## config.mk

```make
export PLATFORM = sky130hd
export DESIGN_NAME = frame_rate_line_adjuster_top_flat
export DESIGN_NICKNAME = d
export VERILOG_FILES = /design/src/hdl/frla_pkg.sv /design/src/hdl/frla_in_if.sv /design/src/hdl/frla_out_if.sv /design/src/hdl/frla_datapath.sv /design/src/hdl/frla_ctrl.sv /design/src/hdl/frame_rate_line_adjuster_top.sv /design/src/flat_wrapper.sv
export SDC_FILE = /design/constraint.sdc
export NUM_CORES = 1
export LEC_CHECK = 0
export BUFFER_PORTS_ARGS = -buffer_cell sky130_fd_sc_hd__buf_2
export CAP_MARGIN = 5
export CORE_MARGIN = 4
export CORE_UTILIZATION = 25
export CTS_CLUSTER_SIZE = 8
export DETAILED_ROUTE_END_ITERATION = 8
export SYNTH_ARGS = -nofsm -noshare
export SYNTH_HDL_FRONTEND = slang
export SYNTH_HIERARCHICAL = 1
export SYNTH_SLANG_ARGS = --single-unit
```

## constraint.sdc

```tcl
create_clock -name clk -period 8.2 [get_ports clk]
set_input_delay 0.82 -clock clk [delete_from_list [all_inputs] [get_ports clk]]
set_output_delay 0.82 -clock clk [all_outputs]
set_load 0.02 [all_outputs]
```

## src/hdl/frla_pkg.sv

```systemverilog
// ----------------------------------------------------------------------------
// Frame rate line adjuster package
// Shared widths, input mode codes, register indexes and the command and
// status words between the controller and the datapath.
// ----------------------------------------------------------------------------
package frla_pkg;

	localparam int LINE_W   = 9;
	localparam int LINES_W  = 6;
	localparam int TARGET_W = 48;
	localparam int ERR_W    = 64;
	localparam int GAP_W    = TARGET_W + 1;
	localparam int MODE_W   = 2;
	localparam int CFG_IW   = 1;

	// Input mode codes.
	localparam logic [MODE_W-1:0] MODE_TICK  = 2'd0;
	localparam logic [MODE_W-1:0] MODE_START = 2'd1;
	localparam logic [MODE_W-1:0] MODE_STOP  = 2'd2;

	// Configuration register indexes.
	localparam logic [CFG_IW-1:0] REG_TARGET = 1'b0;
	localparam logic [CFG_IW-1:0] REG_SKIP   = 1'b1;

	// Commands from the controller to the datapath.
	typedef struct packed {
		logic in_ready;
		logic prep;
		logic gap_slow;
		logic clr_err;
		logic add_gap;
		logic drain_step;
		logic clr_lines;
		logic load_out;
		logic out_slow;
		logic out_last;
	} cmd_t;

	// Status from the datapath to the controller.
	typedef struct packed {
		logic               in_valid;
		logic [MODE_W-1:0]  mode;
		logic               target_eq;
		logic               target_ge;
		logic               err_ge_half;
		logic [LINES_W-1:0] lines;
		logic [LINES_W-1:0] skip_eff;
		logic               out_free;
	} sts_t;

endpackage

```

## src/hdl/frla_in_if.sv

```systemverilog
// ----------------------------------------------------------------------------
// Frame rate line adjuster input channel
// Valid/ready channel that carries one event word.
// ----------------------------------------------------------------------------
interface frla_in_if;
	logic                          valid;
	logic                          ready;
	logic [frla_pkg::MODE_W-1:0]   mode;
	logic [frla_pkg::LINE_W-1:0]   current_line;

	modport source (output valid, output mode, output current_line, input ready);
	modport sink (input valid, input mode, input current_line, output ready);
endinterface

```

## src/hdl/frla_out_if.sv

```systemverilog
// ----------------------------------------------------------------------------
// Frame rate line adjuster output channel
// Valid/ready channel that carries one burst word.
// ----------------------------------------------------------------------------
interface frla_out_if;
	logic                          valid;
	logic                          ready;
	logic [frla_pkg::LINE_W-1:0]   new_line;
	logic [frla_pkg::LINES_W-1:0]  lines_moved;
	logic                          last;

	modport source (output valid, output new_line, output lines_moved, output last,
		input ready);
	modport sink (input valid, input new_line, input lines_moved, input last,
		output ready);
endinterface

```

## src/hdl/frla_datapath.sv

```systemverilog
// ----------------------------------------------------------------------------
// Frame rate line adjuster datapath
// Configuration registers, gap computation, saturating cycle accumulator,
// line drain step and the output word register.
// ----------------------------------------------------------------------------
module frla_datapath #(
	parameter int FRAME_CYCLES = 560190,
	parameter int LINE_CYCLES  = 2130
) (
	input  logic                            clk,
	input  logic                            arst_n,
	input  logic                            cfg_we,
	input  logic [frla_pkg::CFG_IW-1:0]     cfg_index,
	input  logic [frla_pkg::TARGET_W-1:0]   cfg_data,
	frla_in_if.sink                         in_item,
	frla_out_if.source                      out_item,
	input  frla_pkg::cmd_t                  cmd,
	output frla_pkg::sts_t                  sts
);

	localparam logic [frla_pkg::TARGET_W-1:0] NATIVE_FX =
		frla_pkg::TARGET_W'(FRAME_CYCLES) << 24;
	localparam logic signed [frla_pkg::ERR_W-1:0] FULL_LINE =
		frla_pkg::ERR_W'(LINE_CYCLES) << 24;
	localparam logic signed [frla_pkg::ERR_W-1:0] HALF_LINE =
		frla_pkg::ERR_W'(LINE_CYCLES) << 23;
	localparam logic signed [frla_pkg::ERR_W-1:0] ERR_MAX =
		{1'b0, {(frla_pkg::ERR_W-1){1'b1}}};
	localparam logic signed [frla_pkg::ERR_W-1:0] ERR_MIN =
		{1'b1, {(frla_pkg::ERR_W-1){1'b0}}};

	logic [frla_pkg::TARGET_W-1:0]       target_q;
	logic [frla_pkg::LINES_W-1:0]        skip_q;
	logic [frla_pkg::MODE_W-1:0]         mode_q;
	logic [frla_pkg::LINE_W-1:0]         cur_q;
	logic signed [frla_pkg::GAP_W-1:0]   gap_q;
	logic                                eq_q;
	logic                                ge_q;
	logic signed [frla_pkg::ERR_W-1:0]   err_q;
	logic [frla_pkg::LINES_W-1:0]        lines_q;
	logic                                out_valid_q;
	logic [frla_pkg::LINE_W-1:0]         out_line_q;
	logic [frla_pkg::LINES_W-1:0]        out_lines_q;
	logic                                out_last_q;

	logic signed [frla_pkg::GAP_W-1:0]   diff;
	logic signed [frla_pkg::GAP_W-1:0]   ndiff;
	logic signed [frla_pkg::ERR_W-1:0]   gap_ext;
	logic signed [frla_pkg::ERR_W-1:0]   sum;
	logic signed [frla_pkg::ERR_W-1:0]   sat_sum;
	logic                                ovf;
	logic [frla_pkg::LINE_W-1:0]         line_back;
	logic [frla_pkg::LINE_W-1:0]         line_fwd;
	logic                                take;
	logic                                out_free;

	// Input handshake.
	assign in_item.ready = cmd.in_ready;
	assign take          = in_item.valid && cmd.in_ready;

	// Gap between target and native frame length, in both directions.
	assign diff  = $signed({1'b0, target_q}) - $signed({1'b0, NATIVE_FX});
	assign ndiff = $signed({1'b0, NATIVE_FX}) - $signed({1'b0, target_q});

	// Saturating add of the gap into the accumulator.
	assign gap_ext = {{(frla_pkg::ERR_W-frla_pkg::GAP_W){gap_q[frla_pkg::GAP_W-1]}}, gap_q};
	assign sum     = err_q + gap_ext;
	assign ovf     = (err_q[frla_pkg::ERR_W-1] == gap_ext[frla_pkg::ERR_W-1]) &&
		(sum[frla_pkg::ERR_W-1] != err_q[frla_pkg::ERR_W-1]);
	assign sat_sum = ovf ? (err_q[frla_pkg::ERR_W-1] ? ERR_MIN : ERR_MAX) : sum;

	// Rewritten line values for both directions.
	assign line_back = cur_q - frla_pkg::LINE_W'(lines_q) + frla_pkg::LINE_W'(1);
	assign line_fwd  = cur_q + frla_pkg::LINE_W'(lines_q) + frla_pkg::LINE_W'(1);

	assign out_free = !out_valid_q || out_item.ready;

	// Configuration registers.
	always_ff @(posedge clk or negedge arst_n) begin
		if (!arst_n) begin
			target_q <= NATIVE_FX;
			skip_q   <= frla_pkg::LINES_W'(5);
		end else if (cfg_we) begin
			case (cfg_index)
				frla_pkg::REG_TARGET: target_q <= cfg_data;
				frla_pkg::REG_SKIP:   skip_q   <= cfg_data[frla_pkg::LINES_W-1:0];
				default: ;
			endcase
		end
	end

	// Event word, gap and flags from the configuration.
	always_ff @(posedge clk) begin
		if (take) begin
			mode_q <= in_item.mode;
			cur_q  <= in_item.current_line;
		end
		if (cmd.prep) begin
			gap_q <= cmd.gap_slow ? diff : ndiff;
			eq_q  <= (target_q == NATIVE_FX);
			ge_q  <= !diff[frla_pkg::GAP_W-1];
		end
	end

	// Cycle accumulator and drained line count.
	always_ff @(posedge clk or negedge arst_n) begin
		if (!arst_n) begin
			err_q   <= '0;
			lines_q <= '0;
		end else begin
			if (cmd.clr_err) begin
				err_q <= '0;
			end else if (cmd.add_gap) begin
				err_q <= sat_sum;
			end else if (cmd.drain_step) begin
				err_q <= err_q - FULL_LINE;
			end
			if (cmd.clr_lines) begin
				lines_q <= '0;
			end else if (cmd.drain_step) begin
				lines_q <= lines_q + frla_pkg::LINES_W'(1);
			end
		end
	end

	// Output word register.
	always_ff @(posedge clk or negedge arst_n) begin
		if (!arst_n) begin
			out_valid_q <= 1'b0;
		end else if (cmd.load_out) begin
			out_valid_q <= 1'b1;
		end else if (out_item.ready) begin
			out_valid_q <= 1'b0;
		end
	end

	always_ff @(posedge clk) begin
		if (cmd.load_out) begin
			out_line_q  <= cmd.out_slow ? line_back : line_fwd;
			out_lines_q <= lines_q;
			out_last_q  <= cmd.out_last;
		end
	end

	assign out_item.valid       = out_valid_q;
	assign out_item.new_line    = out_line_q;
	assign out_item.lines_moved = out_lines_q;
	assign out_item.last        = out_last_q;

	// Status toward the controller.
	always_comb begin
		sts.in_valid    = in_item.valid;
		sts.mode        = mode_q;
		sts.target_eq   = eq_q;
		sts.target_ge   = ge_q;
		sts.err_ge_half = (err_q >= HALF_LINE);
		sts.lines       = lines_q;
		sts.skip_eff    = (skip_q == '0) ? frla_pkg::LINES_W'(1) : skip_q;
		sts.out_free    = out_free;
	end

endmodule

```

## src/hdl/frla_ctrl.sv

```systemverilog
// ----------------------------------------------------------------------------
// Frame rate line adjuster controller
// Sequences start, stop and tick events, the gap add, the line drain loop
// and the burst emission, and keeps the adjustment mode flags.
// ----------------------------------------------------------------------------
module frla_ctrl #(
	parameter int SLOW_BURST_LINES = 5,
	parameter int MAX_BURSTS       = 16
) (
	input  logic           clk,
	input  logic           arst_n,
	input  frla_pkg::sts_t sts,
	output frla_pkg::cmd_t cmd
);

	localparam int BURST_W = $clog2(MAX_BURSTS + 1);
	localparam logic [BURST_W-1:0] BURST_LAST = BURST_W'(MAX_BURSTS - 1);
	localparam logic [frla_pkg::LINES_W-1:0] SLOW_LIMIT =
		frla_pkg::LINES_W'(SLOW_BURST_LINES);

	typedef enum logic [2:0] {
		ST_IDLE,
		ST_PREP,
		ST_DISPATCH,
		ST_ADD,
		ST_DRAIN,
		ST_EMIT
	} state_t;

	state_t               state_q;
	logic                 running_q;
	logic                 first_q;
	logic                 slow_q;
	logic                 back_q;
	logic [BURST_W-1:0]   burst_q;

	logic [frla_pkg::LINES_W-1:0] limit;
	logic                         at_limit;
	logic                         cap;
	logic                         last;

	assign limit    = slow_q ? SLOW_LIMIT : sts.skip_eff;
	assign at_limit = (sts.lines + frla_pkg::LINES_W'(1)) == limit;
	assign cap      = (burst_q == BURST_LAST);
	// A slow burst is the final one when the cap is reached or no half line is left.
	assign last     = !slow_q || cap || !sts.err_ge_half;

	// State and mode flags.
	always_ff @(posedge clk or negedge arst_n) begin
		if (!arst_n) begin
			state_q   <= ST_IDLE;
			running_q <= 1'b0;
			first_q   <= 1'b0;
			slow_q    <= 1'b0;
			back_q    <= 1'b0;
			burst_q   <= '0;
		end else begin
			case (state_q)
				ST_IDLE: begin
					if (sts.in_valid) begin
						state_q <= ST_PREP;
					end
				end
				ST_PREP: begin
					state_q <= ST_DISPATCH;
				end
				ST_DISPATCH: begin
					state_q <= ST_IDLE;
					case (sts.mode)
						frla_pkg::MODE_START: begin
							if (!running_q && !sts.target_eq) begin
								back_q    <= 1'b0;
								first_q   <= 1'b1;
								slow_q    <= sts.target_ge;
								running_q <= 1'b1;
							end
						end
						frla_pkg::MODE_STOP: begin
							running_q <= 1'b0;
						end
						frla_pkg::MODE_TICK: begin
							if (running_q) begin
								if (first_q) begin
									first_q <= 1'b0;
								end else begin
									burst_q <= '0;
									state_q <= (slow_q && back_q) ? ST_DRAIN : ST_ADD;
								end
							end
						end
						default: ;
					endcase
				end
				ST_ADD: begin
					state_q <= ST_DRAIN;
				end
				ST_DRAIN: begin
					if (sts.err_ge_half) begin
						if (at_limit) begin
							state_q <= ST_EMIT;
						end
					end else if (sts.lines != '0) begin
						state_q <= ST_EMIT;
					end else begin
						if (slow_q) begin
							back_q <= 1'b0;
						end
						state_q <= ST_IDLE;
					end
				end
				ST_EMIT: begin
					if (sts.out_free) begin
						if (slow_q) begin
							back_q <= last ? (cap && (sts.lines > frla_pkg::LINES_W'(1))) : 1'b1;
						end
						if (last) begin
							state_q <= ST_IDLE;
						end else begin
							burst_q <= burst_q + BURST_W'(1);
							state_q <= ST_DRAIN;
						end
					end
				end
				default: state_q <= ST_IDLE;
			endcase
		end
	end

	// Command decode.
	always_comb begin
		cmd          = '0;
		cmd.gap_slow = slow_q;
		cmd.out_slow = slow_q;
		cmd.out_last = last;
		case (state_q)
			ST_IDLE:     cmd.in_ready = 1'b1;
			ST_PREP:     cmd.prep = 1'b1;
			ST_DISPATCH: begin
				cmd.clr_lines = 1'b1;
				cmd.clr_err   = (sts.mode == frla_pkg::MODE_START) && !running_q &&
					!sts.target_eq;
			end
			ST_ADD:      cmd.add_gap = 1'b1;
			ST_DRAIN:    cmd.drain_step = sts.err_ge_half;
			ST_EMIT: begin
				cmd.load_out  = sts.out_free;
				cmd.clr_lines = sts.out_free && !last;
			end
			default: ;
		endcase
	end

endmodule

```

## src/hdl/frame_rate_line_adjuster_top.sv

```systemverilog
// ----------------------------------------------------------------------------
// Frame rate line adjuster
// Start, stop and unused words, ticks while stopped and the first tick pass
// only the prep and dispatch states. Any other tick then does the gap add,
// skipped after a back jump, and per burst one 64-bit accumulator drain step
// per drained line, one more drain check when the drain ends below half a line,
// and the output load once the output is free. One word is handled at a time.
// Reset clears all flags and the accumulator and loads the native frame length.
// ----------------------------------------------------------------------------
module frame_rate_line_adjuster_top #(
	parameter int FRAME_CYCLES     = 560190,
	parameter int LINE_CYCLES      = 2130,
	parameter int SLOW_BURST_LINES = 5,
	parameter int MAX_BURSTS       = 16
) (
	input  logic                          clk,
	input  logic                          arst_n,
	input  logic                          cfg_we,
	input  logic [frla_pkg::CFG_IW-1:0]   cfg_index,
	input  logic [frla_pkg::TARGET_W-1:0] cfg_data,
	frla_in_if.sink                       in_item,
	frla_out_if.source                    out_item
);

	frla_pkg::cmd_t cmd;
	frla_pkg::sts_t sts;

	// Controller.
	frla_ctrl #(
		.SLOW_BURST_LINES (SLOW_BURST_LINES),
		.MAX_BURSTS       (MAX_BURSTS)
	) u_ctrl (
		.clk    (clk),
		.arst_n (arst_n),
		.sts    (sts),
		.cmd    (cmd)
	);

	// Datapath.
	frla_datapath #(
		.FRAME_CYCLES (FRAME_CYCLES),
		.LINE_CYCLES  (LINE_CYCLES)
	) u_datapath (
		.clk       (clk),
		.arst_n    (arst_n),
		.cfg_we    (cfg_we),
		.cfg_index (cfg_index),
		.cfg_data  (cfg_data),
		.in_item   (in_item),
		.out_item  (out_item),
		.cmd       (cmd),
		.sts       (sts)
	);

	// One word is in work at a time.
	a_one_word: assert property (@(posedge clk) disable iff (!arst_n)
		(in_item.valid && in_item.ready) |=> !in_item.ready)
		else $error("input taken while a word is in work");

	// A burst always moves at least one line.
	a_nonzero: assert property (@(posedge clk) disable iff (!arst_n)
		out_item.valid |-> (out_item.lines_moved != '0))
		else $error("burst with no lines");

	// A fast mode burst is always the only one of its tick.
	a_fast_last: assert property (@(posedge clk) disable iff (!arst_n)
		(cmd.load_out && !cmd.out_slow) |-> cmd.out_last)
		else $error("fast burst not marked last");

endmodule
```

## src/flat_wrapper.sv

```systemverilog
// flat-port wrapper written by rule: the top's interface ports become plain ports
module frame_rate_line_adjuster_top_flat 
#(
	parameter int FRAME_CYCLES     = 560190,
	parameter int LINE_CYCLES      = 2130,
	parameter int SLOW_BURST_LINES = 5,
	parameter int MAX_BURSTS       = 16
)
  (clk, arst_n, cfg_we, cfg_index, cfg_data, in_item_valid, in_item_mode, in_item_current_line, in_item_ready, out_item_valid, out_item_new_line, out_item_lines_moved, out_item_last, out_item_ready);
  frla_in_if in_item_i ();
  frla_out_if out_item_i ();
  input  logic clk;
  input  logic arst_n;
  input  logic cfg_we;
  input  logic [frla_pkg::CFG_IW-1:0] cfg_index;
  input  logic [frla_pkg::TARGET_W-1:0] cfg_data;
  input wire logic [$bits(in_item_i.valid)-1:0] in_item_valid;
  input wire logic [$bits(in_item_i.mode)-1:0] in_item_mode;
  input wire logic [$bits(in_item_i.current_line)-1:0] in_item_current_line;
  output wire logic [$bits(in_item_i.ready)-1:0] in_item_ready;
  output wire logic [$bits(out_item_i.valid)-1:0] out_item_valid;
  output wire logic [$bits(out_item_i.new_line)-1:0] out_item_new_line;
  output wire logic [$bits(out_item_i.lines_moved)-1:0] out_item_lines_moved;
  output wire logic [$bits(out_item_i.last)-1:0] out_item_last;
  input wire logic [$bits(out_item_i.ready)-1:0] out_item_ready;
  assign in_item_i.valid = in_item_valid;
  assign in_item_i.mode = in_item_mode;
  assign in_item_i.current_line = in_item_current_line;
  assign in_item_ready = in_item_i.ready;
  assign out_item_valid = out_item_i.valid;
  assign out_item_new_line = out_item_i.new_line;
  assign out_item_lines_moved = out_item_i.lines_moved;
  assign out_item_last = out_item_i.last;
  assign out_item_i.ready = out_item_ready;
  frame_rate_line_adjuster_top #(.FRAME_CYCLES(FRAME_CYCLES), .LINE_CYCLES(LINE_CYCLES), .SLOW_BURST_LINES(SLOW_BURST_LINES), .MAX_BURSTS(MAX_BURSTS)) u_core (.clk(clk), .arst_n(arst_n), .cfg_we(cfg_we), .cfg_index(cfg_index), .cfg_data(cfg_data), .in_item(in_item_i), .out_item(out_item_i));
endmodule
```

==> results of run 1 <==
## power groups by stage
stage	logic (mW)	clock network (mW)	registers (mW)
floorplan	3.03	0	1.78
global placement	3.83	0	1.89
detailed placement	3.86	0	1.91
CTS	3.89	1.19	1.89
global route	4.36	1.24	1.94
finish	3.92	1.15	1.90
## cell families after synthesis
family,Yosys count
xor gates and xnor gates,166
AOI/OAI and AO/OA,452
muxes,61
and+or+nand+nor,520
buffers and inverters,144
adders and majority gates,97
DFF,215
## metal layers
layer	wire length [um]	up-vias
met5	0	-
met4	1180	0
met3	1830	72
met2	20300	340
met1	18900	6111
li1	-	6080
## area by class of cell
class                           count  area (um^2)  area share
Multi-Input combinational cell   1296         8750       0.512
Sequential cell                   215         5790       0.339
Tap cell                          773          967      0.0566
Clock buffer                       55          845      0.0495
Timing Repair Buffer               94          507      0.0297
Inverter                           56          210      0.0123
Clock inverter                      1         16.3    0.000952
## state kept, by name, summed over array words and instances (netlist names)
signal,flops
u_core/u_datapath/lines_q,6
u_core/u_datapath/cur_q,9
u_core/u_datapath/eq_q,1
u_core/u_ctrl/first_q,1
u_core/u_datapath/gap_q,49
u_core/u_datapath/ge_q,1
u_core/u_ctrl/running_q,1
u_core/u_datapath/err_q,64
u_core/u_ctrl/back_q,1
u_core/u_ctrl/burst_q,5
u_core/u_datapath/out_item.last,1
u_core/u_ctrl/slow_q,1
u_core/u_datapath/target_q,48
u_core/u_ctrl/state_q,3
u_core/u_datapath/skip_q,6
u_core/u_datapath/mode_q,2
u_core/u_datapath/out_item.lines_moved,6
u_core/u_datapath/out_item.valid,1
u_core/u_datapath/out_item.new_line,9
## worst paths after layout
kind,startpoint,endpoint,slack (ps)
hold reg to reg,u_core/u_datapath/err_q[0],u_core/u_datapath/err_q[0],490
max in group asynchronous,arst_n,u_core/u_ctrl/slow_q,6580
setup / recovery,u_core/u_datapath/gap_q[48],u_core/u_datapath/err_q[26],3370
hold / removal,arst_n,u_core/u_datapath/err_q[18],320
setup reg to reg,u_core/u_datapath/gap_q[48],u_core/u_datapath/err_q[26],3370
min in group clk,in_item_mode[1],u_core/u_datapath/mode_q[1],440
## critical path, stage by stage, from the launching register on
cell and delay [ps]:
edfxtp_1 830, ha_1 440, a21oi_1 300, o21ai_0 130, a31oi_1 160, o21ai_0 140, a21o_1 170, a31oi_1 360
o31a_1 580, or3_1 860, buf_4 420, a21oi_1 80, a2bb2oi_1 180
## placed cells by master, fill, tap and decap left out, types with 31 or more instances in the layout
master / count
ha_1: 93
nand2_1: 142
mux2_2: 53
nor3_1: 42
dfrtp_1: 125
a21o_1: 33
xnor2_1: 96
xor2_1: 70
o21ai_1: 31
a21oi_1: 136
inv_1: 56
edfxtp_1: 78
nor2_1: 136
o21ai_0: 99
buf_2: 81
==> impl_metrics.json, run 1 <==
{
  "status": "finished, final reports clean",
  "die_h_um": 254,
  "placed_area_um2": 16200,
  "synth.top_cells.by_count": "142 x nand2_1, 137 x nor2_1, 136 x a21oi_1",
  "start_util": 0.254,
  "nFillCells": 6295,
  "cellPowerDensity_nw_per_um2": 408,
  "synthSimpleGateAreaFrac": 0.171,
  "clock_sinks": 215,
  "slew_viol_final": 0,
  "final_nets": 1854,
  "ys_seq_area_frac": 0.383,
  "synth-adder-area-share": 0.0816,
  "p_seq_frac": 0.272,
  "finClkSkew_ps": 26.1,
  "die_area_um2": 64500,
  "required_ps": 8600,
  "gp_congestion": 0.974,
  "setup_violations": 0,
  "antenna_found_initial": 0,
  "worst_slew_pin_slew_ps": 1110,
  "clk_pin_slew_ps": 60,
  "use_met2": 0.222,
  "ant_nets": 0,
  "crit_arrival_ps": 5220,
  "slew_headroom": 0.255,
  "grt-ovfl-total": 0,
  "synthXorXnorAreaFrac": 0.0962,
  "synth.cell_area_um2": 15100,
  "routed_wl_um": 42200,
  "period_minus_slack_ps": 4830,
  "hold_class": "in -> async",
  "ctsResizeCount": 0,
  "drt_iter0_drc": 917,
  "clockRootBuffer": "clkbuf_16",
  "clockBufferDepth": 3,
  "hold_slack_ps": 323,
  "synthCells": 1655,
  "cts_setup_buffers": 0,
  "pwr-share-comb": 0.563,
  "dp.cells": 2434,
  "io-pin-count": 83,
  "ys_warn_count": 6,
  "synth_edf_count": 78,
  "syn_avg_cell_area_um2": 9.13,
  "route.detailed.drc": 0,
  "firstDrtPassIters": 5,
  "synth.distinct_cells": 76,
  "drv_cap": 0,
  "finalPower_mw": 6.97,
  "vias": 12600,
  "syn_nets": 1816,
  "synth_top_area_share": 0.209,
  "p_int_mw": 3.76,
  "yosysTopAreaCell": "dfrtp_1",
  "instances_no_fill": 2490,
  "wl_per_cell_um": 16.9,
  "port-buffer-count": 82,
  "synthToLayoutAreaGrowth_pct": 13.0,
  "tns_ps": 0,
  "cts_tree": "built",
  "synthArstFlopShare": 0.637,
  "rows": 89,
  "ys_seq_elements": 215,
  "fmax_mhz": 207,
  "rr_worst_depth": 12,
  "diodes": 0,
  "clk_latency_ps": 570,
  "setup_ws_ps": 3370,
  "drive_gt1_frac": 0.125,
  "numCtsBuffers": 30,
  "use_met1": 0.169,
  "grt_pass1_vias": 12500,
  "grt_pass1_wl_um": 68000,
  "core_area_um2": 59500,
  "cp-start-kind": "flop",
  "top_usage_layer": "met2",
  "rsz0062_at_grt": "false",
  "worstSetupPathType": "reg -> reg",
  "pwr-share-clk": 0.165,
  "critPathMaxFanout": 22,
  "grt_max_degree": 88,
  "met3_usage": 0.0110,
  "power.leakage_nw": 6.83,
  "synth_top_family_by_area": "compound AO/OA/AOI/OAI gates",
  "swShare": 0.461,
  "pre_cts_slack_ps": 3340,
  "end_kind": "flop",
  "cts_hold_buf": 0,
  "yosysMostFrequentCell": "nand2_1",
  "vdd_ir_drop_max_v": 0.000190,
  "synthMuxAreaShare": 0.0452,
  "synthTopCellsByArea": "dfrtp_1 21%, edfxtp_1 15%, ha_1 7.7%",
  "ys.flop_type": "dfrtp_1",
  "vias_per_cell": 5.06,
  "synth-compound-area-share": 0.183,
  "period_share": 0.589,
  "dp_hpwl_um": 31200,
  "power.switching_mw": 3.22,
  "utilization": 0.287,
  "finalHoldViolations": 0,
  "die_x_um": 254,
  "fin_area_um2": 17100,
  "htree_levels": 1,
  "gr-usage-all-layers": 0.128
}
No activity file was read; power rests on OpenSTA's default activity.
==> run 2, diff against run 1 <==
==> constraint.sdc (replaced) <==
create_clock -name clk -period 4.9 [get_ports clk]
set_input_delay 0.49 -clock clk [delete_from_list [all_inputs] [get_ports clk]]
set_output_delay 0.49 -clock clk [all_outputs]
set_load 0.02 [all_outputs]
==> run 2 against run 1 <==
Effect of this change: sequential power is 67% higher; clock power is 69% higher; clock skew is 13 ps lower; critical path type unchanged.
==> impl_metrics.json, run 2 (same netlist as run 1, synthesis figures left out) <==
{
  "period_share": 0.880,
  "grt_pass1_wl_um": 68200,
  "crit_chain": "ha_1 > nand2_1 > or3_1 > o41a_1 > a211oi_2 > a31oi_1 > o31a_1 > or3_1 > buf_12 > a21oi_1 > a2bb2oi_1",
  "r2r_setup_slack_ps": 590,
  "drv_cap": 0,
  "die_area_um2": 64500,
  "multi_input_area_um2": 8740,
  "largest_register_ffs": 64,
  "worstSetupPathType": "reg -> reg",
  "rsz0062_at_grt": "false",
  "routed_wl_um": 42300,
  "firstDrtPassIters": 5,
  "cp-start-kind": "flop",
  "core_area_um2": 59500,
  "grt-ovfl-total": 0,
  "ant_nets": 0,
  "worst_slew_pin_slew_ps": 997,
  "clock_sinks": 215,
  "cp.buffers_inverters": 1,
  "io-pin-count": 83,
  "hold_class": "in -> async",
  "clk_latency_ps": 560,
  "finalHoldViolations": 0,
  "grt_pass1_vias": 12700,
  "critPathMaxFanout": 36,
  "slew_viol_final": 0,
  "status": "finished, final reports clean",
  "dp_hpwl_um": 31500,
  "drive_gt1_frac": 0.127,
  "finClkSkew_ps": 13.3,
  "start_util": 0.254,
  "required_ps": 5380,
  "reg.largest.list": "u_core/u_datapath/err_q x64, u_core/u_datapath/gap_q x49, u_core/u_datapath/target_q x48",
  "top_register": "u_core/u_datapath/err_q",
  "grt_max_degree": 86,
  "placed_area_um2": 16300,
  "tns_ps": 0,
  "dp.cells": 2440,
  "cts_hold_buf": 0,
  "gp_congestion": 0.930,
  "power.leakage_nw": 6.88,
  "utilization": 0.288,
  "end_kind": "flop",
  "rows": 89,
  "htree_levels": 1,
  "final_common_cell": "nand2_1",
  "slew_headroom": 0.318,
  "critPathTopFamily": "compound AO/OA/AOI/OAI gates",
  "final_cell_mix": "142 x nand2_1, 136 x nor2_1, 136 x a21oi_1, 125 x dfrtp_1, 99 x o21ai_0",
  "regArea_um2": 5790,
  "die_x_um": 254,
  "setup_ws_ps": 587,
  "final_nets": 1860,
  "crit_arrival_ps": 4790,
  "ctsResizeCount": 0,
  "worst_path_max_delay_cell": "o31a_1",
  "cellPowerDensity_nw_per_um2": 686,
  "cts_setup_buffers": 0,
  "fin_area_um2": 17200,
  "port-buffer-count": 82,
  "vdd_ir_drop_max_v": 0.000324,
  "synthToLayoutAreaGrowth_pct": 13.5,
  "diodes": 0,
  "gr-usage-all-layers": 0.128,
  "period_minus_slack_ps": 4310,
  "numCtsBuffers": 30,
  "cts_tree": "built",
  "clockRootBuffer": "clkbuf_16",
  "route.detailed.drc": 0,
  "clockBufferDepth": 3,
  "vias_per_cell": 5.06,
  "setup_violations": 0,
  "vias": 12600,
  "path_common_cell": "or3_1",
  "wl_per_cell_um": 16.9,
  "critPathMaxStageDelay_ps": 550,
  "pre_cts_slack_ps": 656,
  "fmax_mhz": 232,
  "drt_iter0_drc": 806,
  "antenna_found_initial": 0,
  "die_h_um": 254,
  "clk_pin_slew_ps": 60,
  "instances_no_fill": 2496,
  "nFillCells": 6300
}
[run 2: layout make-up]
class / instances / share of cell area
inverters: 56 / 0.0123
flip-flops and latches: 215 / 0.337
clock buffers: 56 / 0.0507
multi-input cells: 1296 / 0.510
repair buffers: 100 / 0.0336
well taps: 773 / 0.0564
[run 2: final timing paths]
path	startpoint	end	cells after the start
worst max-delay path	u_core/u_datapath/err_q[26]	u_core/u_datapath/err_q[26]	11
worst min-delay path	arst_n	u_core/u_datapath/target_q[12]	1
worst max register to register	u_core/u_datapath/err_q[26]	u_core/u_datapath/err_q[26]	11
worst min register to register	u_core/u_ctrl/burst_q[4]	u_core/u_ctrl/burst_q[4]	2
max in group asynchronous	arst_n	u_core/u_datapath/skip_q[1]	2
min in group clk	in_item_current_line[2]	u_core/u_datapath/cur_q[2]	1
[run 2: where the power goes]
| group | internal, mW | switching, mW |
|---|---|---|
| clock network | 1.17 | 0.774 |
| registers | 2.58 | 0.602 |
| logic | 2.60 | 4.04 |
| total | 6.35 | 5.42 |
[run 2: worst reg2reg max path: stages, from the launching register on]
cell,delay [ps]
dfrtp_1,440
ha_1,410
nand2_1,170
or3_1,430
o41a_1,470
a211oi_2,360
a31oi_1,270
o31a_1,550
or3_1,520
buf_12,250
a21oi_1,160
a2bb2oi_1,210
[run 2: through the flow]
| step | hold slack (ps) | power (mW) |
|---|---|---|
| finish | 26.5 | 11.8 |
| global route | 82.4 | 12.7 |
| CTS | 58.0 | 11.7 |
| detailed placement | 480 | 9.73 |
| global placement | 451 | 9.64 |
| floorplan | 194 | 8.05 |
[run 2: metal layers]
layer | vias to the layer above | share of wire | track usage
li1 | 6087 | - | -
met5 | - | 0 | 0
met4 | 0 | 0.028 | 0.0420
met3 | 74 | 0.044 | 0.0120
met2 | 323 | 0.48 | 0.218
met1 | 6139 | 0.45 | 0.173
